`src/rtl/assert_macros.svh`:
```
// Assertion macros shared by the RTL files of the temperature converter.
`ifndef ASSERT_MACROS_SVH
`define ASSERT_MACROS_SVH

// The consequent must hold in the same cycle as the antecedent.
`define ASSERT_IMPLIES(label, clk, rst, ante, cons, msg) \
  label: assert property (@(posedge clk) disable iff (rst) (ante) |-> (cons)) \
    else $error(msg);

// The consequent must hold in the cycle after the antecedent.
`define ASSERT_NEXT(label, clk, rst, ante, cons, msg) \
  label: assert property (@(posedge clk) disable iff (rst) (ante) |=> (cons)) \
    else $error(msg);

`endif

```
`src/rtl/tadc_pkg.sv`:
```
// Shared types and constants of the thermistor temperature converter.
`timescale 1ns / 1ps

package tadc_pkg;

  // Register file geometry.
  localparam int REG_W = 26;
  localparam int IDX_W = 3;

  // Register indexes.
  localparam logic [IDX_W-1:0] REG_MODE      = 3'd0;
  localparam logic [IDX_W-1:0] REG_NUM_ONE   = 3'd1;
  localparam logic [IDX_W-1:0] REG_NUM_TWO   = 3'd2;
  localparam logic [IDX_W-1:0] REG_NUM_THREE = 3'd3;
  localparam logic [IDX_W-1:0] REG_DEN_ONE   = 3'd4;
  localparam logic [IDX_W-1:0] REG_DEN_TWO   = 3'd5;
  localparam logic [IDX_W-1:0] REG_OFFSET    = 3'd6;

  // Reset values: the default fit in signed Q16.
  localparam logic signed [REG_W-1:0] RST_NUM_ONE   = -26'sd7091651;
  localparam logic signed [REG_W-1:0] RST_NUM_TWO   = 26'sd1580597;
  localparam logic signed [REG_W-1:0] RST_NUM_THREE = 26'sd14180680;
  localparam logic signed [REG_W-1:0] RST_DEN_ONE   = 26'sd2553;
  localparam logic signed [REG_W-1:0] RST_DEN_TWO   = -26'sd208431;
  localparam logic signed [REG_W-1:0] RST_OFFSET    = 26'sd1638400;

  // Width of the Horner partial sums and of the denominator.
  localparam int DW = 28;

  // Result format.
  localparam int OUT_W  = 16;
  localparam int Q_BITS = OUT_W - 1;
  localparam logic signed [OUT_W-1:0] OUT_MAX = 16'sh7fff;
  localparam logic signed [OUT_W-1:0] OUT_MIN = 16'sh8000;

  // Linear mode: 100 * 3300 / 2.5 and 100 * (760 / 2.5 - 25).
  localparam int LIN_SCALE_W = 18;
  localparam logic [LIN_SCALE_W-1:0] LIN_SCALE = 18'd132000;
  localparam int LIN_BIAS = 27900;

  // Control that travels with an item between the pipeline sections.
  typedef struct packed {
    logic valid;
    logic linear;
  } tadc_ctl_t;

  // A finished temperature with its range flag.
  typedef struct packed {
    logic signed [OUT_W-1:0] temp;
    logic                    flag;
  } tadc_res_t;

endpackage

```
`src/rtl/tadc_horner.sv`:
```
// Horner evaluation of numerator and denominator, plus the linear mode lane.
`timescale 1ns / 1ps

module tadc_horner #(
  parameter int ADC_BITS       = 12,
  parameter int COEF_FRAC_BITS = 16
) (
  input  logic                                clk,
  input  logic                                rst,
  input  logic                                en,
  input  tadc_pkg::tadc_ctl_t                 in_ctl,
  input  logic [ADC_BITS-1:0]                 reading,
  input  logic signed [tadc_pkg::REG_W-1:0]   num_one,
  input  logic signed [tadc_pkg::REG_W-1:0]   num_two,
  input  logic signed [tadc_pkg::REG_W-1:0]   num_three,
  input  logic signed [tadc_pkg::REG_W-1:0]   den_one,
  input  logic signed [tadc_pkg::REG_W-1:0]   den_two,
  output tadc_pkg::tadc_ctl_t                 out_ctl,
  output logic signed [tadc_pkg::DW-1:0]      nu,
  output logic signed [tadc_pkg::DW-1:0]      den,
  output tadc_pkg::tadc_res_t                 lin_res
);
  import tadc_pkg::*;

  localparam int NS   = 7;
  localparam int XSW  = ADC_BITS + 1;
  localparam int PRW  = XSW + DW;
  localparam int LPW  = ADC_BITS + LIN_SCALE_W;
  localparam int LTW  = LIN_SCALE_W + 1;
  localparam int HALF = 1 << (ADC_BITS - 1);
  localparam logic signed [DW-1:0] ONE = DW'(64'sd1 << COEF_FRAC_BITS);

  // Product divided by the reading scale, rounded half up.
  function automatic logic signed [DW-1:0] rnd(input logic signed [PRW-1:0] prod);
    logic signed [PRW-1:0] t;
    t = prod + PRW'(HALF);
    return DW'(t >>> ADC_BITS);
  endfunction

  tadc_ctl_t               ctl [1:NS];
  logic signed [XSW-1:0]   xs [1:5];
  logic signed [XSW-1:0]   xs_next;
  logic [LPW-1:0]          lin_prod;
  logic signed [LTW-1:0]   lin_t;
  tadc_res_t               lin_sat;
  tadc_res_t               lin_q [3:NS];
  logic signed [PRW-1:0]   pa2, pb2, pa4, pb4, pa6;
  logic signed [DW-1:0]    p2, q1, p1, d5, d6, nu7, d7;

  // Reading recentred on mid scale.
  assign xs_next = $signed({1'b0, reading}) - XSW'(HALF);

  // Clamp of the linear temperature to the output range.
  always_comb begin
    priority if (lin_t > LTW'(OUT_MAX)) begin
      lin_sat = '{temp: OUT_MAX, flag: 1'b1};
    end else if (lin_t < LTW'(OUT_MIN)) begin
      lin_sat = '{temp: OUT_MIN, flag: 1'b1};
    end else begin
      lin_sat = '{temp: OUT_W'(lin_t), flag: 1'b0};
    end
  end

  // Control and valid bits move one stage per enabled cycle.
  always_ff @(posedge clk) begin
    if (rst) begin
      for (int k = 1; k <= NS; k++) ctl[k] <= '0;
    end else if (en) begin
      ctl[1] <= in_ctl;
      for (int k = 2; k <= NS; k++) ctl[k] <= ctl[k-1];
    end
  end

  // Datapath stages: multiply, then round and add, twice over; the third time the numerator is only rounded.
  always_ff @(posedge clk) begin
    if (en) begin
      xs[1]    <= xs_next;
      for (int k = 2; k <= 5; k++) xs[k] <= xs[k-1];
      lin_prod <= LPW'(reading) * LPW'(LIN_SCALE);

      pa2   <= xs[1] * DW'(num_three);
      pb2   <= xs[1] * DW'(den_two);
      lin_t <= $signed(LTW'((lin_prod + LPW'(HALF)) >> ADC_BITS)) - LTW'(LIN_BIAS);

      p2       <= DW'(num_two) + rnd(pa2);
      q1       <= DW'(den_one) + rnd(pb2);
      lin_q[3] <= lin_sat;
      for (int k = 4; k <= NS; k++) lin_q[k] <= lin_q[k-1];

      pa4 <= xs[3] * p2;
      pb4 <= xs[3] * q1;

      p1 <= DW'(num_one) + rnd(pa4);
      d5 <= ONE + rnd(pb4);

      pa6 <= xs[5] * p1;
      d6  <= d5;

      nu7 <= rnd(pa6);
      d7  <= d6;
    end
  end

  assign out_ctl = ctl[NS];
  assign nu      = nu7;
  assign den     = d7;
  assign lin_res = lin_q[NS];

endmodule

```
`config.mk`:
```
export PLATFORM = sky130hd
export DESIGN_NAME = tadc_horner
export DESIGN_NICKNAME = d
export VERILOG_FILES = /design/src/rtl/assert_macros.svh /design/src/rtl/tadc_pkg.sv /design/src/rtl/tadc_horner.sv
export SDC_FILE = /design/constraint.sdc
export NUM_CORES = 2
export LEC_CHECK = 0
export ABC_AREA = 1
export BUFFER_PORTS_ARGS = -buffer_cell sky130_fd_sc_hd__buf_2
export CORE_MARGIN = 2
export CORE_UTILIZATION = 25
export CTS_CLUSTER_DIAMETER = 100
export DETAILED_ROUTE_END_ITERATION = 12
export HOLD_SLACK_MARGIN = 0.06
export PLACE_DENSITY_LB_ADDON = 0.15
export SYNTH_ARGS = -nofsm -noshare
export SYNTH_HDL_FRONTEND = slang
export SYNTH_SLANG_ARGS = --single-unit
```
`constraint.sdc`:
```
create_clock -name clk -period 8.1 [get_ports clk]
set_input_delay 0.81 -clock clk [delete_from_list [all_inputs] [get_ports clk]]
set_output_delay 0.81 -clock clk [all_outputs]
set_load 0.02 [all_outputs]
```
==> impl_results.md <==
- Status: completed
- Reg2reg start: xs[0][44]$_DFFE_PP_
- # fillers: about 38,000
- R2r setup slk: about 1.6 ns
- WP data required: around 8.6 ns
- DIE AREA: 361,500 sq um
- Gr usage total: 0.1552
- Max-slew violations: 0
- Post-DP HPWL: 230,700 um
- GRT overflow: 0
- Core box area: roughly 360,000 sq um
- Ports: around 220
- CTS Buf Count: 74
- Clock sink count: ~540
- DRT Wirelength: 277,700 um
- Fin crit period: 6.524 ns
- Via count: 66,260
- Average cell area after synthesis: between 8 and 9 sq um
- Reg2reg end: pa4[37]$_DFFE_PP_
- Synthesized Nets: roughly 13,000
- CP arrival: around 7.0 ns
- Detailed Routing Iterations Pass 1: 5
- Fin Clk Skew: 0.07152 ns
- Remaining antenna violation count: 0
- CP Launch Type: flip-flop
- Worst-path clk slew: 0.06 ns
- Unique masters post-synth: 52
- Netlist Area Pre-Place: 89,170 sq um
- Width of the die: 601.2 um
- Hold Vio Cnt, Final: 0
- Max_cap viols: 0
- Number of global-route vias before repair: between 70,000 and 80,000
- Initial core utilization: 0.2509
- Seq/Total Area, Yosys: 0.1805
- Post CTS Setup Buffer Count: 0
- First-pass GRT wire length: 436,200 um
- Die Y: 601.2 um
- Sum of negative setup slack: 0 ns
- CP Class: reg2reg
- Post-cts sizing count: 0
- Slowest stage delay, CP: 0.95 ns
- Largest net degree at the start of global routing: 129
- Ys Warns: 0
- Initial antenna violation count: 43
- Longest Clk Path Bufs: 3
- Area growth from synthesis to layout: 9.899%
- RD Place Congestion: 0.8684
- TritonCTS clock tree: yes
- R2R cell count: 19
- Fin crit share: 0.8055
- PortBufs: between 200 and 250
- Initial DRC Count: between 3,000 and 4,000
- CP endpoint: pa4[37]$_DFFE_PP_
- Yosys reg bits: approximately 540
- Slew @ Worst Pin: 1.125 ns
- Worst Setup SP: xs[0][44]$_DFFE_PP_
- CTS hold repair buffers: 0
- Via/cell ratio: around 4.3
- Slowest CP cell: edfxtp_1
- DR WL/cell: 18.06 um
- Setup violators final: 0
- Crit-path cells: buf_4 -> nand2_1 -> fa_1 -> fa_1 -> inv_1 -> fa_1 -> fa_1 -> fa_1 -> ha_1 -> ha_1 -> nand2_1 -> nor2_1 -> inv_1 -> nor4_1 -> nand2_1 -> nand2_1 -> nand2_1 -> nand3_1 -> nand2_1
- Critical path's most frequent cell: nand2_1
- Nets: 12,900
- Critical path fanouts, max: 30
- Fmax: around 0.15 GHz
- Gate Count Post-Synth: around 11,000
- Worst-skew pair later-pin latency: 0.74 ns
- Share of layout cells above drive strength 1: 0.04580
- FP Rows: 219
- CP Capture Type: flip-flop
- Post-route DRC violation count: 0
- Worst min path class: reg2reg
- H-tree levels: 3
- Slew HR: 0.2501
- RSZ-0062 raised after global routing: false
- Root buffer cell: clkbuf_16
[cell type report]
cell class / instances / area [sq um] / share of cell area
clock buffers: 79 / 1892 / 0.01930
well taps: 4751 / 5944 / 0.06066
multi-input cells: 7140 / 62220 / 0.6349
diodes: 9 / 22.52 / 0.0002298
inverters: 2511 / 9425 / 0.09618
clock inverters: 51 / 604.3 / 0.006167
flip-flops and latches: 536 / 16100 / 0.1642
repair buffers: 294 / 1797 / 0.01833
[layer usage]
layer,vias to the layer above,wire [um],track usage
li1,31430,-,-
met1,33380,123000,0.1988
met2,1124,138600,0.2774
met3,298,10520,0.01915
met4,30,5442,0.03391
met5,-,187,0
[state kept, by name, indices dropped and copies added, names as in the netlist]
register  count
lin_q        85
xs           58
pa4          29
pa6          29
pb4          29
d5           28
d6           28
den          28
nu           28
p1           28
p2           28
pa2          28
pb2          28
q1           28
lin_prod     21
lin_t        19
ctl          14
[logic make-up (layout without fill, tap and decap cells)]
family                   count (synthesis)  after routing  share of synthesized area
AO/OA/AOI/OAI                          638            638                    0.04096
XOR/XNOR                               362            362                    0.03572
adder cells (fa/ha/maj)               2197           2197                     0.4432
buffers and inverters                 2864           2935                     0.1218
flip-flops                             536            536                     0.1805
other                                    0              9                          0
AND/OR/NAND/NOR                       3943           3943                     0.1778
[layout by cell type (no fill, tap or decap), types with 63 or more instances in the layout]
cell,synthesis,final
inv_1,2505,2505
a21oi_1,275,275
nand2_1,2795,2795
o21ai_0,166,166
ha_1,594,594
nor3_1,109,109
xnor2_1,93,93
xor2_1,267,267
nor2_1,609,609
fa_1,1603,1603
buf_2,5,220
clkbuf_16,0,75
edfxtp_1,536,536
buf_4,27,63
nand4_1,63,63
nand3_1,242,242
[through the flow]
stage | setup slack, ns | util | hold WS (ns) | instances | area [sq um]
detailed placement | 1.545 | 0.2687 | 0.4045 | 15230 | 95480
global placement | 1.525 | 0.2686 | 0.4004 | 15230 | 95450
floorplan | 2.390 | - | 0.4003 | 10540 | 89170
CTS | 1.522 | 0.2757 | 0.3047 | 15360 | 97970
global route | 1.264 | 0.2757 | 0.3656 | 15370 | 97980
finish | 1.576 | 0.2757 | 0.3740 | 15370 | 98000
[cell usage after synthesis, drive strengths merged]
library cell | number | area, sq um
xor2 | 269 | 2371
nand4 | 65 | 419.2
nand3b | 10 | 75.07
clkinv | 3 | 11.26
a21boi | 27 | 202.7
and3b | 1 | 8.760
nor3 | 115 | 618.1
o21a | 12 | 90.09
and2 | 4 | 25.02
a21o | 43 | 322.8
nand3 | 249 | 1281
o211a | 1 | 10.01
nor4b | 1 | 8.760
or2 | 23 | 143.9
o211ai | 7 | 52.55
inv | 2508 | 9414
a211oi | 5 | 37.54
nand2 | 2807 | 10570
edfxtp | 536 | 16100
nor2 | 625 | 2406
buf | 175 | 764.5
nor4 | 28 | 205.2
fa | 1603 | 32090
o31ai | 2 | 15.01
o311ai | 3 | 26.28
clkbuf | 178 | 668.1
ha | 594 | 7432
xnor2 | 93 | 814.5
o21bai | 50 | 375.4
o21ai | 169 | 853.3
a31oi | 39 | 244.0
a21oi | 275 | 1376
a31o | 1 | 8.760
and3 | 12 | 75.07
a221oi | 3 | 26.28
nor3b | 3 | 22.52
o221a | 1 | 11.26
[worst min-delay path by stage]
stage                            from                       to  cells past startpoint
6_report          xs[0][62]$_DFFE_PP_      xs[0][75]$_DFFE_PP_                      0
5_1_grt           xs[0][62]$_DFFE_PP_      xs[0][75]$_DFFE_PP_                      0
4_1_cts                     in_ctl[1]  ctl[0][3]$_SDFFCE_PN0P_                      3
3_5_place_dp   lin_q[0][83]$_DFFE_PP_  lin_q[0][100]$_DFFE_PP_                      0
3_3_place_gp   lin_q[0][94]$_DFFE_PP_  lin_q[0][111]$_DFFE_PP_                      0
2_1_floorplan         d5[0]$_DFFE_PP_          d6[0]$_DFFE_PP_                      0
[worst max-delay path: cells and delay by family, from the launching register on]
kind,cells,cell delay [ns]
DFF,1,0.95
adders and majority gates,7,3.26
and+or+nand+nor,9,1.32
buffers and inverters,3,0.73
Power is not shown: default switching activity piles up to over one toggle a cycle in this logic, so the estimate is an artifact.
