--- src/rtl/assert_macros.svh ---
// Assertion macros shared by the RTL files of the temperature converter.
`ifndef ASSERT_MACROS_SVH
`define ASSERT_MACROS_SVH

// The consequent must hold in the same cycle as the antecedent.
`define ASSERT_IMPLIES(label, clk, rst, ante, cons, msg) \
  label: assert property (@(posedge clk) disable iff (rst) (ante) |-> (cons)) \
    else $error(msg);

// The consequent must hold in the cycle after the antecedent.
`define ASSERT_NEXT(label, clk, rst, ante, cons, msg) \
  label: assert property (@(posedge clk) disable iff (rst) (ante) |=> (cons)) \
    else $error(msg);

`endif

--- src/rtl/tadc_pkg.sv ---
// Shared types and constants of the thermistor temperature converter.
`timescale 1ns / 1ps

package tadc_pkg;

  // Register file geometry.
  localparam int REG_W = 26;
  localparam int IDX_W = 3;

  // Register indexes.
  localparam logic [IDX_W-1:0] REG_MODE      = 3'd0;
  localparam logic [IDX_W-1:0] REG_NUM_ONE   = 3'd1;
  localparam logic [IDX_W-1:0] REG_NUM_TWO   = 3'd2;
  localparam logic [IDX_W-1:0] REG_NUM_THREE = 3'd3;
  localparam logic [IDX_W-1:0] REG_DEN_ONE   = 3'd4;
  localparam logic [IDX_W-1:0] REG_DEN_TWO   = 3'd5;
  localparam logic [IDX_W-1:0] REG_OFFSET    = 3'd6;

  // Reset values: the default fit in signed Q16.
  localparam logic signed [REG_W-1:0] RST_NUM_ONE   = -26'sd7091651;
  localparam logic signed [REG_W-1:0] RST_NUM_TWO   = 26'sd1580597;
  localparam logic signed [REG_W-1:0] RST_NUM_THREE = 26'sd14180680;
  localparam logic signed [REG_W-1:0] RST_DEN_ONE   = 26'sd2553;
  localparam logic signed [REG_W-1:0] RST_DEN_TWO   = -26'sd208431;
  localparam logic signed [REG_W-1:0] RST_OFFSET    = 26'sd1638400;

  // Width of the Horner partial sums and of the denominator.
  localparam int DW = 28;

  // Result format.
  localparam int OUT_W  = 16;
  localparam int Q_BITS = OUT_W - 1;
  localparam logic signed [OUT_W-1:0] OUT_MAX = 16'sh7fff;
  localparam logic signed [OUT_W-1:0] OUT_MIN = 16'sh8000;

  // Linear mode: 100 * 3300 / 2.5 and 100 * (760 / 2.5 - 25).
  localparam int LIN_SCALE_W = 18;
  localparam logic [LIN_SCALE_W-1:0] LIN_SCALE = 18'd132000;
  localparam int LIN_BIAS = 27900;

  // Control that travels with an item between the pipeline sections.
  typedef struct packed {
    logic valid;
    logic linear;
  } tadc_ctl_t;

  // A finished temperature with its range flag.
  typedef struct packed {
    logic signed [OUT_W-1:0] temp;
    logic                    flag;
  } tadc_res_t;

endpackage

--- src/rtl/tadc_ratio.sv ---
// Offset plus ratio, scaled by one hundred, with a bit-per-stage divider.
`timescale 1ns / 1ps
`include "assert_macros.svh"

module tadc_ratio #(
  parameter int COEF_FRAC_BITS = 16
) (
  input  logic                              clk,
  input  logic                              rst,
  input  logic                              en,
  input  tadc_pkg::tadc_ctl_t               in_ctl,
  input  logic signed [tadc_pkg::DW-1:0]    nu,
  input  logic signed [tadc_pkg::DW-1:0]    den,
  input  tadc_pkg::tadc_res_t               lin_res,
  input  logic signed [tadc_pkg::REG_W-1:0] offset,
  output logic                              out_valid,
  output tadc_pkg::tadc_res_t               res
);
  import tadc_pkg::*;

  localparam int QB = Q_BITS;
  localparam int OW = REG_W + DW;
  localparam int SW = ((OW > DW + COEF_FRAC_BITS) ? OW : DW + COEF_FRAC_BITS) + 1;
  localparam int XW = SW + 9;
  localparam int MW = XW - COEF_FRAC_BITS - 1;
  localparam int HW = MW - QB;
  localparam int CW = (HW > DW) ? HW : DW;
  localparam tadc_res_t DEN_BAD = '{temp: '0, flag: 1'b1};

  // Front stages: numerator of the final ratio and its magnitude.
  logic                  e_vld [1:4];
  logic                  e_byp [1:4];
  tadc_res_t             e_res [1:4];
  logic signed [DW-1:0]  e_d   [1:4];
  logic signed [DW-1:0]  nu1;
  logic signed [OW-1:0]  od1;
  logic signed [SW-1:0]  s2;
  logic signed [XW-1:0]  x3;
  logic signed [XW-1:0]  sx;
  logic signed [XW-1:0]  xsh;
  logic [MW-1:0]         m4;
  logic                  neg4;

  // Divider stages: index 0 holds the range check, 1 to QB one quotient bit each.
  logic                  st_valid [0:QB];
  logic                  st_byp   [0:QB];
  logic                  st_neg   [0:QB];
  logic                  st_over  [0:QB];
  tadc_res_t             st_res   [0:QB];
  logic [DW-1:0]         st_r     [0:QB];
  logic [DW-1:0]         st_d     [0:QB];
  logic [QB-1:0]         st_q     [0:QB];
  logic [QB-1:0]         st_m     [0:QB];
  logic [CW-1:0]         hi_ext;
  logic [CW-1:0]         d_ext;

  assign sx     = XW'(s2);
  assign xsh    = x3 >>> (COEF_FRAC_BITS + 1);
  assign hi_ext = CW'(m4[MW-1:QB]);
  assign d_ext  = CW'($unsigned(e_d[4]));

  // Valid bits of the front stages.
  always_ff @(posedge clk) begin
    if (rst) begin
      for (int k = 1; k <= 4; k++) e_vld[k] <= 1'b0;
      st_valid[0] <= 1'b0;
    end else if (en) begin
      e_vld[1] <= in_ctl.valid;
      for (int k = 2; k <= 4; k++) e_vld[k] <= e_vld[k-1];
      st_valid[0] <= e_vld[4];
    end
  end

  // Front datapath. Linear items and a non-positive denominator bypass the divider.
  always_ff @(posedge clk) begin
    if (en) begin
      e_byp[1] <= in_ctl.linear || den[DW-1] || (den == '0);
      e_res[1] <= in_ctl.linear ? lin_res : DEN_BAD;
      e_d[1]   <= den;
      nu1      <= nu;
      od1      <= offset * den;
      for (int k = 2; k <= 4; k++) begin
        e_byp[k] <= e_byp[k-1];
        e_res[k] <= e_res[k-1];
        e_d[k]   <= e_d[k-1];
      end

      s2 <= SW'(od1) + (SW'(nu1) <<< COEF_FRAC_BITS);

      // Times two hundred, plus the half-divisor for rounding.
      x3 <= (sx <<< 7) + (sx <<< 6) + (sx <<< 3) + (XW'(e_d[2]) <<< COEF_FRAC_BITS);

      // Floor by the power of two, then fold a negative value onto its complement.
      neg4 <= x3[XW-1];
      m4   <= x3[XW-1] ? MW'(~xsh) : MW'(xsh);

      // Range check: the quotient must stay below two to the fifteenth.
      st_byp[0]  <= e_byp[4];
      st_res[0]  <= e_res[4];
      st_neg[0]  <= neg4;
      st_over[0] <= hi_ext >= d_ext;
      st_r[0]    <= hi_ext[DW-1:0];
      st_d[0]    <= $unsigned(e_d[4]);
      st_q[0]    <= '0;
      st_m[0]    <= m4[QB-1:0];
    end
  end

  // Restoring division, one quotient bit per stage.
  for (genvar j = 1; j <= QB; j++) begin : g_step
    logic [DW-1:0] trial;
    logic          ge;

    always_comb begin
      trial = {st_r[j-1][DW-2:0], st_m[j-1][QB-j]};
      ge    = trial >= st_d[j-1];
    end

    always_ff @(posedge clk) begin
      if (rst) begin
        st_valid[j] <= 1'b0;
      end else if (en) begin
        st_valid[j] <= st_valid[j-1];
      end
    end

    always_ff @(posedge clk) begin
      if (en) begin
        st_byp[j]  <= st_byp[j-1];
        st_res[j]  <= st_res[j-1];
        st_neg[j]  <= st_neg[j-1];
        st_over[j] <= st_over[j-1];
        st_d[j]    <= st_d[j-1];
        st_m[j]    <= st_m[j-1];
        st_r[j]    <= ge ? trial - st_d[j-1] : trial;
        st_q[j]    <= {st_q[j-1][QB-2:0], ge};
      end
    end
  end

  // Sign restore and saturation of the quotient.
  always_comb begin
    res = st_res[QB];
    priority if (st_byp[QB]) begin
      res = st_res[QB];
    end else if (st_over[QB]) begin
      res.temp = st_neg[QB] ? OUT_MIN : OUT_MAX;
      res.flag = 1'b1;
    end else begin
      res.temp = st_neg[QB] ? $signed(~{1'b0, st_q[QB]}) : $signed({1'b0, st_q[QB]});
      res.flag = 1'b0;
    end
  end

  assign out_valid = st_valid[QB];

  `ASSERT_IMPLIES(a_den_positive, clk, rst, st_valid[0] && !st_byp[0], (st_d[0] != '0) && !st_d[0][DW-1], "divider entered with a non-positive denominator")
  `ASSERT_IMPLIES(a_rem_start, clk, rst, st_valid[0] && !st_byp[0] && !st_over[0], st_r[0] < st_d[0], "initial remainder not below the denominator")
  `ASSERT_IMPLIES(a_rem_end, clk, rst, st_valid[QB] && !st_byp[QB] && !st_over[QB], st_r[QB] < st_d[QB], "final remainder not below the denominator")

endmodule

--- config.mk ---
export PLATFORM = sky130hd
export DESIGN_NAME = tadc_ratio
export DESIGN_NICKNAME = d
export VERILOG_FILES = /design/src/rtl/tadc_pkg.sv /design/src/rtl/tadc_ratio.sv
export VERILOG_INCLUDE_DIRS = /design/src /design/src/rtl
export SDC_FILE = /design/constraint.sdc
export NUM_CORES = 2
export LEC_CHECK = 0
export ABC_CLOCK_PERIOD_IN_PS = 10100
export BUFFER_PORTS_ARGS = -buffer_cell sky130_fd_sc_hd__buf_2
export CORE_UTILIZATION = 55
export DETAILED_ROUTE_END_ITERATION = 10
export GPL_TIMING_DRIVEN = 0
export PLACE_DENSITY = 0.74
export SLEW_MARGIN = 20
export SYNTH_ARGS = -nofsm -noshare
export SYNTH_HDL_FRONTEND = slang
export SYNTH_SLANG_ARGS = --single-unit
--- constraint.sdc ---
create_clock -name clk -period 10.1 [get_ports clk]
set_input_delay 2.02 -clock clk [delete_from_list [all_inputs] [get_ports clk]]
set_output_delay 2.02 -clock clk [all_outputs]
set_load 0.02 [all_outputs]
==> results by group <==
Global routing
  • First-pass GRT wire length: 416000 µm
  • Total congestion overflow: 0
  • Maximum number of pins on one net before global-route repair: 157
  • Antenna violations before repair: 7
  • Vias in the first global route: 72779
  • Global-route usage over all layers: 26.2%

Timing
  • Hold WS: 0.361 ns
  • Fin crit period: 10.03 ns
  • Worst Skew: 0.0620 ns
  • Slew headroom: 22.3%
  • Final-report max-slew violation count: 0
  • Tcrit/Tclk final: 99.3%
  • RSZ-0062 raised after global routing: yes
  • Final hold vios: 0
  • Worst-Margin Slew: 1.16 ns
  • Final setup fails: 0
  • F_max: 0.0997 GHz

Placed design
  • Cell area after placement: 118000 µm²
  • HPWL after DPL: 209000 µm
  • Dpl cells: 12186
  • Final RePlAce weighted congestion: 1.02
  • Buffers on Ports: 103

Worst hold path
  • Hold Crit Endpoint: st_m[0][80]$_DFFE_PP_
  • Hold wc startpoint: st_m[0][65]$_DFFE_PP_
  • Worst min path class: reg -> reg
  • Hold path depth: 0

Clock network
  • Worst-Skew Late Latency: 0.83 ns
  • Htree depth: 4
  • CTS tree: built
  • Cts bufs inserted: 188
  • TritonCTS Sinks: 1821
  • Clock transition at path regs: 0.06 ns
  • Clock buffer depth: 3
  • Post-CTS Hold Buffers: 0
  • CTS Root Cell: clkbuf_16

Critical path
  • Worst path slowest cell: clkbuf_1
  • R2R cell count: 11
  • Worst EP required: 10.69 ns
  • Kind of start point of the critical path: primary input
  • Worst Path Max Fanout: 10
  • Category of the most critical setup path: in -> reg
  • Flop-to-flop setup slack: 4.89 ns
  • Crit path max-delay family: adder cells
  • Most Frequent Cell on Critical Path: fa_1
  • Reg-to-reg critical path startpoint: s2[10]$_DFFE_PP_
  • CP Data Arrival Time: 10.62 ns
  • Max incr delay on CP: 0.79 ns
  • Buf/Inv on CP: 7
  • Critical path endpoint category: register
  • Worst reg2reg path endpoint: x3[59]$_DFFE_PP_

Yosys
  • Post-Syn Area per Cell: 12.1 µm²
  • Sequential area share after synthesis: 48.2%
  • Mapped Area: 113000 µm²
  • Synthesized flop and latch total: 1821
  • Ys flop type: edfxtp_1
  • Synthesized Nets: 11056
  • Post-Syn Instances: 9380
  • EDFF count, synth: 1821
  • Yosys warnings: 0
  • Area leader, netlist: edfxtp_1
  • Synth area leaders: edfxtp_1 48%, fa_1 15%, ha_1 7.7%, inv_1 4.4%, a21oi_1 2.4%
  • FFs w/ async S/R, synth: 0%
  • Synth top area share: 48.2%
  • Yosys cell types: 96

Final layout
  • Most common cell after layout, fill and taps aside: edfxtp_1
  • Nets: 11353
  • Final std cells w/o fill: 12526
  • Most frequent cells in the layout: 1821 x edfxtp_1, 1332 x inv_1, 869 x fa_1, 720 x nand2_1, 702 x ha_1
  • Fill cells: 16087
  • Layout cells sized above 1: 6.77%
  • Final Cell Area: 124000 µm²
  • Area delta synth->final: 9.42%

Floorplanning
  • Die area: 208000 µm²
  • Starting Density: 55.4%
  • Die span in x: 456 µm
  • Num ports: 122
  • Core Area: 205000 µm²
  • Cell row count: 166
  • Die Ht: 456 µm

Routing
  • WL final: 271000 µm
  • Residual DRC: 0
  • WL/cell: 21.6 µm
  • Vias: 71050
  • Via/cell ratio: 5.67
  • DR pass1 iterations: 5
  • Initial DRC count: 5652
  • DRT antenna net count: 0

Run
  • Maxcap violations: 0

Run status
  • Status: completed
## timing repair
item | 4_1_cts | 5_1_grt
pin swaps | 0 | 1
gates resized for setup | 30 | 17
endpoints found under the setup margin | 10 | 4
setup buffers | 0 | 1
## sequential cells by signal (all words and copies together), names as in the netlist, 54 cells and up
name	cells
s2	55
e_d	112
st_res	272
od1	54
st_r	405
st_m	120
e_res	68
st_d	420
st_q	120
## through the flow
step,setup slack (ns),util (%),TNS (ns)
6_report,0.0726,60.6,0
5_1_grt,-0.0122,60.6,-0.0122
4_1_cts,0.00207,60.6,0
3_5_place_dp,-1.49,57.5,-18.69
3_3_place_gp,-22.08,57.3,-
2_1_floorplan,1.03,-,0
## layout make-up
class | instances | area (µm²) | area share (%)
Tap cell | 2688 | 3360 | 2.71
Clock buffer | 214 | 4800 | 3.87
Sequential cell | 1821 | 54700 | 44.1
Timing Repair Buffer | 119 | 918 | 0.740
Clock inverter | 134 | 1540 | 1.24
Buffer | 243 | 1050 | 0.844
Antenna cell | 3 | 7.51 | 0.00605
Multi-Input combinational cell | 5971 | 52700 | 42.5
Inverter | 1333 | 5000 | 4.03
## Yosys cell counts (213+ instances only)
| master | number |
|---|---|
| ha_1 | 702 |
| nand2_1 | 720 |
| fa_1 | 870 |
| o21ai_0 | 314 |
| clkbuf_1 | 213 |
| a21o_1 | 235 |
| a21oi_1 | 554 |
| nor2_1 | 484 |
| xnor2_1 | 276 |
| inv_1 | 1332 |
| edfxtp_1 | 1821 |
| and2_1 | 368 |
## per-layer routing
layer / global-route usage (%) / part of all wire [%]
met1: 33.1 / 40
met4: 13.4 / 5.8
met2: 43.7 / 48
met5: 0 / 0
met3: 3.98 / 5.9
## worst max-delay path by stage
stage | startpoint | end | slack, ns | cells after the start
finish | offset[11] | od1[51]$_DFFE_PP_ | 0.07 | 26
global route | den[22] | od1[51]$_DFFE_PP_ | -0.01 | 27
CTS | offset[4] | od1[51]$_DFFE_PP_ | 0.002 | 26
detailed placement | den[27] | od1[51]$_DFFE_PP_ | -1.49 | 23
global placement | en | st_valid[0][3]$_DFFE_PP_ | -22.08 | 2
floorplan | offset[3] | od1[51]$_DFFE_PP_ | 1.03 | 26
## worst register-to-register path, cell delays in order (launching register included)
cell	delay, ns
edfxtp_1	0.51
fa_1	0.62
fa_1	0.44
ha_1	0.40
nand3_1	0.12
or2_2	0.31
o311ai_1	0.55
o21ai_0	0.49
a2111oi_1	0.99
o21a_1	0.26
or2_2	0.17
o311ai_0	0.11
## logic make-up after synthesis
| family | share of synthesized area (%) |
|---|---|
| compound gates | 8.83 |
| xor+xnor | 3.72 |
| fa+ha+maj | 23.1 |
| buf+inv | 5.33 |
| flops | 48.2 |
| mux | 1.62 |
| other cells | 0.00331 |
| simple gates | 9.18 |
Power is left out: the tool's default activity adds up to more than one toggle a clock period on the data nets, which glitch-free logic cannot reach.
